File: src/rtl/core/lbd_pkg.sv
// ----------------------------------------------------------------------------
// lbd_pkg
// Types, constants and the dimming table shared by the lamp controller core.
// ----------------------------------------------------------------------------
package lbd_pkg;

   localparam int unsigned SINCE_W   = 17;
   localparam int unsigned ELAPSED_W = 24;
   localparam int unsigned STEP_W    = 5;
   localparam int unsigned CSR_IDX_W = 2;
   localparam int unsigned CSR_DAT_W = 24;

   localparam logic [SINCE_W-1:0]   SINCE_MAX   = '1;
   localparam logic [ELAPSED_W-1:0] ELAPSED_MAX = '1;
   localparam logic [STEP_W-1:0]    DIM_LAST    = 5'd18;
   localparam logic [7:0]           TAG_LAMP    = 8'd76;
   localparam logic [6:0]           MIN_LENGTH  = 7'd7;

   localparam logic [7:0]  RST_LAMP_ADDRESS = 8'd49;
   localparam logic [15:0] RST_BUTTON_DELAY = 16'd250;
   localparam logic [23:0] RST_AUTO_OFF     = 24'd1200000;
   localparam logic [7:0]  RST_COLOR        = 8'd255;

   localparam logic KIND_TICK  = 1'b0;
   localparam logic KIND_RADIO = 1'b1;

   typedef enum logic [CSR_IDX_W-1:0] {
      CSR_LAMP_ADDRESS = 2'd0,
      CSR_BUTTON_DELAY = 2'd1,
      CSR_AUTO_OFF     = 2'd2
   } lbd_csr_type;

   typedef struct packed {
      logic [7:0]  lamp_address;
      logic [15:0] button_delay_ms;
      logic [23:0] auto_off_ms;
   } lbd_cfg_type;

   typedef struct packed {
      logic       kind;
      logic       button_pressed;
      logic       crc_ok;
      logic [6:0] packet_length;
      logic [7:0] packet_tag;
      logic [7:0] packet_address;
      logic [7:0] cmd_red;
      logic [7:0] cmd_green;
      logic [7:0] cmd_blue;
   } lbd_item_type;

   typedef struct packed {
      logic [SINCE_W-1:0]   since_check_ms;
      logic                 held;
      logic                 toggle_pending;
      logic                 dim_rising;
      logic [STEP_W-1:0]    dim_step;
      logic                 is_on;
      logic [7:0]           color_red;
      logic [7:0]           color_green;
      logic [7:0]           color_blue;
      logic                 off_timer_armed;
      logic [ELAPSED_W-1:0] on_elapsed_ms;
   } lbd_state_type;

   typedef struct packed {
      logic [7:0] drive_red;
      logic [7:0] drive_green;
      logic [7:0] drive_blue;
      logic       lamp_lit;
      logic       announce;
   } lbd_result_type;

   localparam lbd_state_type STATE_RESET = '{
      since_check_ms:  SINCE_MAX,
      held:            1'b0,
      toggle_pending:  1'b0,
      dim_rising:      1'b0,
      dim_step:        DIM_LAST,
      is_on:           1'b1,
      color_red:       RST_COLOR,
      color_green:     RST_COLOR,
      color_blue:      RST_COLOR,
      off_timer_armed: 1'b1,
      on_elapsed_ms:   '0
   };

   function automatic logic [7:0] dim_level(input logic [STEP_W-1:0] step);
      logic [7:0] level;
      case (step)
         5'd0:    level = 8'd1;
         5'd1:    level = 8'd2;
         5'd2:    level = 8'd3;
         5'd3:    level = 8'd4;
         5'd4:    level = 8'd6;
         5'd5:    level = 8'd8;
         5'd6:    level = 8'd11;
         5'd7:    level = 8'd16;
         5'd8:    level = 8'd22;
         5'd9:    level = 8'd31;
         5'd10:   level = 8'd44;
         5'd11:   level = 8'd62;
         5'd12:   level = 8'd87;
         5'd13:   level = 8'd123;
         5'd14:   level = 8'd173;
         default: level = 8'd255;
      endcase
      return level;
   endfunction

endpackage

File: src/rtl/core/lamp_button_dimmer_controller_core.sv
// ----------------------------------------------------------------------------
// lamp_button_dimmer_controller_core
// RGB lamp controller: button toggle and dimming, auto-off, radio commands.
// ----------------------------------------------------------------------------
//  channel | handshake              | payload
//  --------+------------------------+-----------------------------------------
//  req     | req_valid / req_ready  | kind, button, frame fields
//  rsp     | rsp_valid / rsp_ready  | drive_red/green/blue, lamp_lit, announce
//  csr     | csr_write_enable       | csr_index, csr_write_data
//
//  rsp follows req acceptance through the input register, then the
//  state update and result register in one pass. One transaction per cycle
//  while rsp is not stalled. Reset restores config, valid flags and lamp
//  state; no clearing pass. A stalled rsp holds the input register;
//  req_ready drops only when both stages are full and rsp_ready is low.
// ----------------------------------------------------------------------------
module lamp_button_dimmer_controller_core
   import lbd_pkg::*;
(
   input  logic                 clock,
   input  logic                 reset,
   input  logic                 req_valid,
   output logic                 req_ready,
   input  logic                 req_kind,
   input  logic                 req_button_pressed,
   input  logic                 req_crc_ok,
   input  logic [6:0]           req_packet_length,
   input  logic [7:0]           req_packet_tag,
   input  logic [7:0]           req_packet_address,
   input  logic [7:0]           req_cmd_red,
   input  logic [7:0]           req_cmd_green,
   input  logic [7:0]           req_cmd_blue,
   output logic                 rsp_valid,
   input  logic                 rsp_ready,
   output logic [7:0]           rsp_drive_red,
   output logic [7:0]           rsp_drive_green,
   output logic [7:0]           rsp_drive_blue,
   output logic                 rsp_lamp_lit,
   output logic                 rsp_announce,
   input  logic                 csr_write_enable,
   input  logic [CSR_IDX_W-1:0] csr_index,
   input  logic [CSR_DAT_W-1:0] csr_write_data
);

   lbd_cfg_type    cfg_ff;
   lbd_state_type  state_ff;
   lbd_state_type  state_in;
   lbd_item_type   item_ff;
   lbd_item_type   item_in;
   lbd_result_type result_ff;
   lbd_result_type result_in;
   logic           item_valid_ff;
   logic           rsp_valid_ff;
   logic           advance;

   assign advance   = item_valid_ff && (!rsp_valid_ff || rsp_ready);
   assign req_ready = !item_valid_ff || advance;

   assign item_in = '{
      kind:           req_kind,
      button_pressed: req_button_pressed,
      crc_ok:         req_crc_ok,
      packet_length:  req_packet_length,
      packet_tag:     req_packet_tag,
      packet_address: req_packet_address,
      cmd_red:        req_cmd_red,
      cmd_green:      req_cmd_green,
      cmd_blue:       req_cmd_blue
   };

   lbd_step u_step (
      .state_cur (state_ff),
      .item      (item_ff),
      .cfg       (cfg_ff),
      .state_nxt (state_in),
      .result    (result_in)
   );

   always_ff @(posedge clock) begin
      if (reset) begin
         cfg_ff.lamp_address    <= RST_LAMP_ADDRESS;
         cfg_ff.button_delay_ms <= RST_BUTTON_DELAY;
         cfg_ff.auto_off_ms     <= RST_AUTO_OFF;
      end else if (csr_write_enable) begin
         case (lbd_csr_type'(csr_index))
            CSR_LAMP_ADDRESS: cfg_ff.lamp_address    <= csr_write_data[7:0];
            CSR_BUTTON_DELAY: cfg_ff.button_delay_ms <= csr_write_data[15:0];
            CSR_AUTO_OFF:     cfg_ff.auto_off_ms     <= csr_write_data[23:0];
            default: ;
         endcase
      end
   end

   always_ff @(posedge clock) begin
      if (reset) begin
         item_valid_ff <= 1'b0;
         rsp_valid_ff  <= 1'b0;
         state_ff      <= STATE_RESET;
      end else begin
         if (req_ready) begin
            item_valid_ff <= req_valid;
         end
         if (advance) begin
            rsp_valid_ff <= 1'b1;
            state_ff     <= state_in;
         end else if (rsp_ready) begin
            rsp_valid_ff <= 1'b0;
         end
      end
   end

   always_ff @(posedge clock) begin
      if (req_valid && req_ready) begin
         item_ff <= item_in;
      end
      if (advance) begin
         result_ff <= result_in;
      end
   end

   assign rsp_valid       = rsp_valid_ff;
   assign rsp_drive_red   = result_ff.drive_red;
   assign rsp_drive_green = result_ff.drive_green;
   assign rsp_drive_blue  = result_ff.drive_blue;
   assign rsp_lamp_lit    = result_ff.lamp_lit;
   assign rsp_announce    = result_ff.announce;

endmodule

File: src/rtl/core/lbd_step.sv
// ----------------------------------------------------------------------------
// lbd_step
// Next-state and result logic for one transaction: button tick or radio frame.
// ----------------------------------------------------------------------------
module lbd_step
   import lbd_pkg::*;
(
   input  lbd_state_type  state_cur,
   input  lbd_item_type   item,
   input  lbd_cfg_type    cfg,
   output lbd_state_type  state_nxt,
   output lbd_result_type result
);

   logic announce;
   logic frame_ok;

   assign frame_ok = item.crc_ok && (item.packet_length >= MIN_LENGTH) &&
                     (item.packet_tag == TAG_LAMP) &&
                     (item.packet_address == cfg.lamp_address);

   always_comb begin
      lbd_state_type s;
      logic [7:0]    level;
      logic          past_delay;
      s          = state_cur;
      announce   = 1'b0;
      level      = '0;
      past_delay = 1'b0;
      if (item.kind == KIND_TICK) begin
         if (s.since_check_ms != SINCE_MAX) begin
            s.since_check_ms = s.since_check_ms + 1'b1;
         end
         if (s.off_timer_armed && (s.on_elapsed_ms != ELAPSED_MAX)) begin
            s.on_elapsed_ms = s.on_elapsed_ms + 1'b1;
         end
         past_delay = s.since_check_ms > {1'b0, cfg.button_delay_ms};
         if (item.button_pressed) begin
            if (past_delay) begin
               if (s.held) begin
                  s.toggle_pending = 1'b0;
                  if (s.dim_step >= DIM_LAST) begin
                     s.dim_rising = 1'b0;
                  end
                  if (s.dim_step == '0) begin
                     s.dim_rising = 1'b1;
                  end
                  if (s.dim_rising) begin
                     s.dim_step = s.dim_step + 1'b1;
                  end else begin
                     s.dim_step = s.dim_step - 1'b1;
                  end
                  level             = dim_level(s.dim_step);
                  s.color_red       = level;
                  s.color_green     = level;
                  s.color_blue      = level;
                  s.is_on           = 1'b1;
                  s.off_timer_armed = 1'b1;
                  s.on_elapsed_ms   = '0;
                  announce          = 1'b1;
               end else begin
                  s.toggle_pending = 1'b1;
               end
               s.held           = 1'b1;
               s.since_check_ms = '0;
            end
         end else if (s.held && past_delay) begin
            if (s.toggle_pending) begin
               if (s.is_on) begin
                  s.is_on           = 1'b0;
                  s.off_timer_armed = 1'b0;
               end else begin
                  s.is_on           = 1'b1;
                  s.off_timer_armed = 1'b1;
                  s.on_elapsed_ms   = '0;
               end
               announce = 1'b1;
            end else begin
               s.dim_rising = !s.dim_rising;
            end
            s.held = 1'b0;
         end
         if (s.off_timer_armed && (s.on_elapsed_ms > cfg.auto_off_ms)) begin
            s.is_on           = 1'b0;
            s.off_timer_armed = 1'b0;
            announce          = 1'b1;
         end
      end else if (frame_ok) begin
         if ((item.cmd_red != '0) && (item.cmd_green != '0) && (item.cmd_blue != '0)) begin
            s.color_red       = item.cmd_red;
            s.color_green     = item.cmd_green;
            s.color_blue      = item.cmd_blue;
            s.is_on           = 1'b1;
            s.off_timer_armed = 1'b1;
            s.on_elapsed_ms   = '0;
         end else begin
            s.is_on           = 1'b0;
            s.off_timer_armed = 1'b0;
         end
         announce = 1'b1;
      end
      state_nxt = s;
   end

   assign result.drive_red   = state_nxt.is_on ? state_nxt.color_red   : 8'd0;
   assign result.drive_green = state_nxt.is_on ? state_nxt.color_green : 8'd0;
   assign result.drive_blue  = state_nxt.is_on ? state_nxt.color_blue  : 8'd0;
   assign result.lamp_lit    = state_nxt.is_on;
   assign result.announce    = announce;

endmodule

File: config.mk
export PLATFORM = sky130hd
export DESIGN_NAME = lamp_button_dimmer_controller_core
export DESIGN_NICKNAME = d
export VERILOG_FILES = /design/src/rtl/core/lbd_pkg.sv /design/src/rtl/core/lamp_button_dimmer_controller_core.sv /design/src/rtl/core/lbd_step.sv
export SDC_FILE = /design/constraint.sdc
export NUM_CORES = 1
export LEC_CHECK = 0
export BUFFER_PORTS_ARGS = -buffer_cell sky130_fd_sc_hd__buf_2
export CAP_MARGIN = 25
export CORE_MARGIN = 2
export CORE_UTILIZATION = 43
export CTS_CLUSTER_DIAMETER = 200
export DETAILED_ROUTE_END_ITERATION = 16
export HOLD_SLACK_MARGIN = 0.08
export PLACE_DENSITY = 0.67
export SLEW_MARGIN = 20
export SYNTH_ARGS = -nofsm -noshare
export SYNTH_HDL_FRONTEND = slang
export SYNTH_HIERARCHICAL = 1
export SYNTH_SLANG_ARGS = --single-unit
export TNS_END_PERCENT = 5
File: constraint.sdc
create_clock -name clock -period 15.2 [get_ports clock]
set_input_delay 0.76 -clock clock [delete_from_list [all_inputs] [get_ports clock]]
set_output_delay 0.76 -clock clock [all_outputs]
set_load 0.005 [all_outputs]
==> Yosys cells after proc, flatten, opt, wreduce, memory -nomap -nowiden <==
Memory sizes are Yosys's and may differ from the RTL's.
Index checks and enable logic that the tools add are counted.
{ "totals": {"rom_bits": 128, "memories": 1, "reg_bits": 201, "out_inout_bits": 28} }
{ "mem_list": {"columns": ["memory", "depth", "width", "rd", "rd_clocked_by_memory_dff", "wr", "line", "rtl"], "rows": [
  ["(no name shown)", 16, 8, 1, 0, 0, "lbd_pkg.sv:89", "case (step)"]
]} }
{ "op_classes": {"eq_ne": 11, "n_bitwise": 1, "add_sub_neg": 4, "reduce_logical": 32, "order_cmp": 4, "n_mux": 51} }
{ "op_table": {"columns": ["operator", "n"], "rows": [
  ["$mux W24", 5],
  ["$mux W25", 4],
  ["$mux W50", 2],
  ["$mux W75", 1],
  ["$mux W56", 1],
  ["$mux W17", 3],
  ["$mux W1", 29],
  ["$mux W5", 5],
  ["$add A24 B1 Y24 const B", 1],
  ["$gt A24 B24 Y1", 1],
  ["$ne A24 B24 Y1 const B", 1],
  ["$reduce_bool A8 Y1", 3],
  ["$add A17 B1 Y17 const B", 1],
  ["$gt A17 B16 Y1", 1],
  ["$ne A17 B17 Y1 const B", 1],
  ["$logic_and A1 B1 Y1", 10],
  ["$reduce_and A2 Y1", 5],
  ["$eq A8 B7 Y1 const B", 1],
  ["$eq A8 B8 Y1", 1],
  ["$mux W8", 1],
  ["$ne A2 B1 Y1 const B", 4],
  ["$reduce_and A4 Y1", 2],
  ["$ge A7 B3 Y1 const B", 1],
  ["$reduce_and A6 Y1", 1],
  ["14 further kinds", 18]
]} }

==> Depth between registers and ports, before layout <==
An unclocked memory read counts as a cell.
{ "logic_depth": {"ltp_word": 22, "ltp_mapped": 29, "mapped_depth_nobuf": 24} }

==> Cells and area by module <==
The synthesis kept the hierarchy.
{ "modules_own_cells": {"columns": ["module", "n_inst", "area_per_inst_um2", "seq_area_each_um2", "cells_per_inst"], "rows": [
  ["lamp_button_dimmer_controller_core", 1, 7247.0, 4784.6, 617],
  ["lbd_step", 1, 4712.0, 0.0, 682]
]} }

==> Least setup slack after synthesis <==
OpenSTA, ideal clock, no wires.
{ "synth_timing": {"path_type": "reg2reg", "start": "reg state_ff[58] (netlist bit)", "end": "reg state_ff[49] (netlist bit)", "setup_time_ns": 0.120, "arrival_time_ns": 5.755, "period_less_slack_ns": 5.875, "slack_ns": 9.325, "t_required_ns": 15.080, "path_stages_with_launch": 30, "path_buffers": 5, "cell_sequence": "dfxtp_1 -> ha_1 -> nand4_1 -> nor4_4 -> a21oi_1 -> and3_1 -> clkbuf_1 -> nand3_1 -> xnor2_1 -> ha_1 -> nand3_2 -> nor4_2 -> o21ai_1 -> nand3_2 -> and4_2 -> buf_2 -> clkbuf_1 -> nor2_1 -> ha_1 -> and4_1 -> nor3b_1 -> o211ai_1 -> o21ai_0 -> o21ai_0 -> nor4b_4 -> buf_6 -> a21oi_2 -> buf_4 -> nor2_1 -> mux2i_1"} }
{ "synth_rtl": {"columns": ["item", "line", "rtl"], "rows": [
  ["start: declaration", "lamp_button_dimmer_controller_core.sv:46", "lbd_state_type state_ff;"],
  ["start signal: assignment", "lamp_button_dimmer_controller_core.sv:105", "state_ff <= state_in;"]
]} }

==> results.sh <==
export IMPL_status="complete, no violations"
export IMPL_slew_viol_final=0
export IMPL_post_route_period_util=0.436
export IMPL_rows=61
export IMPL_cts_sinks=201
export IMPL_finalSetupViolCount=0
export IMPL_synth_nets=1433
export IMPL_clockRootBuffer="clkbuf_16"
export IMPL_critPathCaptureType="flip-flop"
export IMPL_p_int_mw=1.00
export IMPL_worst_r2r_path_depth=25
export IMPL_cp_required_ns=15.64
export IMPL_start_kind="flip-flop"
export IMPL_path_class="reg -> reg"
export IMPL_core_area_um2=27600
export IMPL_min_delay_start="req_packet_address[3]"
export IMPL_dieHeight_um=171
export IMPL_p_comb_frac=0.135
export IMPL_post_dp_hpwl_um=18900
export IMPL_timing_fmax_ghz=0.151
export IMPL_leakage_nw=5.07
export IMPL_synth_compound_area_frac=0.128
export IMPL_maxCapViolations=0
export IMPL_muxShareOfSynthArea=0.0964
export IMPL_dieArea_um2=29200
export IMPL_antennaDiodeCount=0
export IMPL_netlist_instances=1299
export IMPL_grt_overflow=0
export IMPL_portBuffers=108
export IMPL_async_reset_ff_frac=0
export IMPL_dr_first_iter_drc_count=602
export IMPL_min_period_ns=6.63
export IMPL_final_common_cell="nor2_1"
export IMPL_final_area_um2=13300
export IMPL_die_w_um=171
export IMPL_placed_cell_area_um2=12500
export IMPL_initial_core_util=0.434
export IMPL_grt_pass1_wl_um=44500
export IMPL_slew_headroom=0.410
export IMPL_dr_pass1_iters=8
export IMPL_cts_buffers=24
export IMPL_power_density_nw_per_um2=102
export IMPL_h_tree_depth=1
export IMPL_worst_pin_slew_ns=0.882
export IMPL_grt_total_usage=0.188
export IMPL_ys_seq_area_frac=0.400
export IMPL_cts_tree="yes"
export IMPL_cpPeakStageDelay_ns=0.67
export IMPL_grt_antenna_before_repair=0
export IMPL_ys_ff_latch=201
export IMPL_critPathMaxFanout=34
export IMPL_path_common_cell="ha_1"
export IMPL_vias=9329
export IMPL_cp_depth=25
export IMPL_synth_xor_area_frac=0.0381
export IMPL_final_core_util=0.483
export IMPL_crit_buf_inv=1
export IMPL_swShare=0.261
export IMPL_ctsHoldBuffers=0
export IMPL_crit_start="state_ff[58]"
export IMPL_synthDistinctLibCells=77
export IMPL_yosysWarnings=6
export IMPL_yosys_most_used_dff="dfxtp_1"
export IMPL_avgViaCountPerCell=5.30
export IMPL_cts_clk_slew_worst_paths_ns=0.06
export IMPL_grt_pass1_vias=8686
export IMPL_synth_area_um2=12000
export IMPL_hold_path_class="in -> reg"
export IMPL_layout_drive_gt1_share=0.163
export IMPL_clk_latency_ns=0.52
export IMPL_power_switching_uw=353
export IMPL_grt_max_degree=128
export IMPL_tns_ns=0
export IMPL_cts_setup_buffers=0
export IMPL_yosys_area_share_simple=0.209
export IMPL_rsz0062_at_grt="no"
export IMPL_drt_wl_total_um=27400
export IMPL_final_nets=1499
export IMPL_mostFrequentLayoutCells="nor2_1, dfxtp_1, nand2_1"
export IMPL_wl_per_cell_um=15.6
export IMPL_area_delta_synth_final_pct=11.4
export IMPL_num_io_pins=109
export IMPL_hold_viol=0
export IMPL_cts_buffer_depth=3
export IMPL_crit_family="simple AND/OR/NAND/NOR gates"
export IMPL_fin_worst_skew_ns=0.0181
export IMPL_whs_path_depth=1
export IMPL_ir_drop_mv=0.0518
export IMPL_timing_rr_start="state_ff[58]"
export IMPL_critPathArrivalTime_ns=7.07
export IMPL_power_frac_clock=0.424
export IMPL_synth_edff_count=76
export IMPL_crit_slowest_cell="and4_2"
export IMPL_drc=0
export IMPL_synth_top_family_by_area="simple AND/OR/NAND/NOR gates"
export IMPL_cts_resized=0
export IMPL_power_frac_seq=0.440
export IMPL_avgSynthCellArea_um2=9.21
export IMPL_ant_nets=0
export IMPL_place_congestion=0.857
export IMPL_synthAdderAreaFrac=0.0561
metal layers:
layer  GRT usage  vias up  wire length, µm
li1            -     4694                -
met3      0.0266       42             1230
met2       0.311      188            12700
met4      0.0550        0              629
met1       0.255     4405            12800
met5           0        -                0
metrics by stage:
stage,std cells,power (mW),setup slack (ns),hold slack (ns)
2_1_floorplan,1299,0.752,9.32,0.436
3_3_place_gp,1716,0.788,8.86,0.445
3_5_place_dp,1717,0.793,8.71,0.447
4_1_cts,1761,1.37,8.67,0.393
5_1_grt,1761,1.42,7.96,0.392
6_report,1761,1.36,8.57,0.415
power by group through the flow:
stage          registers, mW  clock network [mW]  logic, mW
2_1_floorplan          0.604                   0      0.148
3_3_place_gp           0.609                   0      0.179
3_5_place_dp           0.609                   0      0.184
4_1_cts                0.598               0.590      0.184
5_1_grt                0.600               0.611      0.207
6_report               0.598               0.575      0.184
synth_stat cells, types with 6 or more instances:
library cell | n | area share
nor2_1 | 166 | 0.052
dfxtp_1 | 125 | 0.21
nand2_1 | 118 | 0.037
mux2i_1 | 87 | 0.073
edfxtp_1 | 76 | 0.19
inv_1 | 75 | 0.024
a21oi_1 | 69 | 0.029
nand2b_1 | 67 | 0.035
ha_1 | 52 | 0.054
nor3_1 | 36 | 0.015
xnor2_1 | 35 | 0.026
a211oi_1 | 29 | 0.018
clkbuf_1 | 28 | 0.0088
mux2_2 | 25 | 0.024
o21ai_0 | 24 | 0.010
a31oi_1 | 22 | 0.012
nand3_1 | 21 | 0.0088
buf_2 | 19 | 0.0080
nand4_1 | 19 | 0.0099
o22ai_1 | 18 | 0.0094
xor2_1 | 17 | 0.012
a21o_1 | 14 | 0.0088
and3_1 | 14 | 0.0073
buf_4 | 12 | 0.0075
buf_6 | 11 | 0.010
o31ai_1 | 10 | 0.0063
a22o_1 | 7 | 0.0051
nor2b_1 | 7 | 0.0037
nor4_1 | 7 | 0.0037
o32ai_1 | 6 | 0.0044
worst register-to-register path: cells and delay by family (launching register included):
family	cells	cell delay, ns
mux	1	0.16
xor+xnor	1	0.08
fa+ha+maj	3	0.94
simple gates	11	2.74
buf+inv	1	0.26
compound gates	8	1.96
flops	1	0.41
sequential cells by signal, summed over array words and instances (netlist names):
| name | flops |
|---|---|
| rsp_valid | 1 |
| rsp_announce | 1 |
| rsp_drive_blue | 8 |
| item_valid_ff | 1 |
| cfg_ff | 48 |
| rsp_drive_green | 8 |
| state_ff | 75 |
| rsp_lamp_lit | 1 |
| rsp_drive_red | 8 |
| item_ff | 50 |
cell type report:
class / count / area (µm²)
clock inverters: 12 / 97.6
clock buffers: 32 / 703
well taps: 378 / 473
multi-input cells: 942 / 6330
inverters: 75 / 282
flip-flops and latches: 201 / 4780
repair buffers: 121 / 648
fillers: 2541 / 14200
path summary, 6_finish.rpt:
path / endpoint / slack (ns)
hold / removal: item_ff[27] / 0.41
setup / recovery: state_ff[49] / 8.57
hold reg to reg: cfg_ff[37] / 0.45
setup reg to reg: state_ff[49] / 8.57
cell families (layout without fill, tap and decap cells):
| group | count (synthesis) | count (layout) |
|---|---|---|
| xor+xnor | 52 | 52 |
| flops | 201 | 201 |
| simple gates | 497 | 497 |
| compound gates | 228 | 228 |
| fa+ha+maj | 53 | 53 |
| buf+inv | 156 | 240 |
| mux | 112 | 112 |
Power figures use the tool's default switching activity.
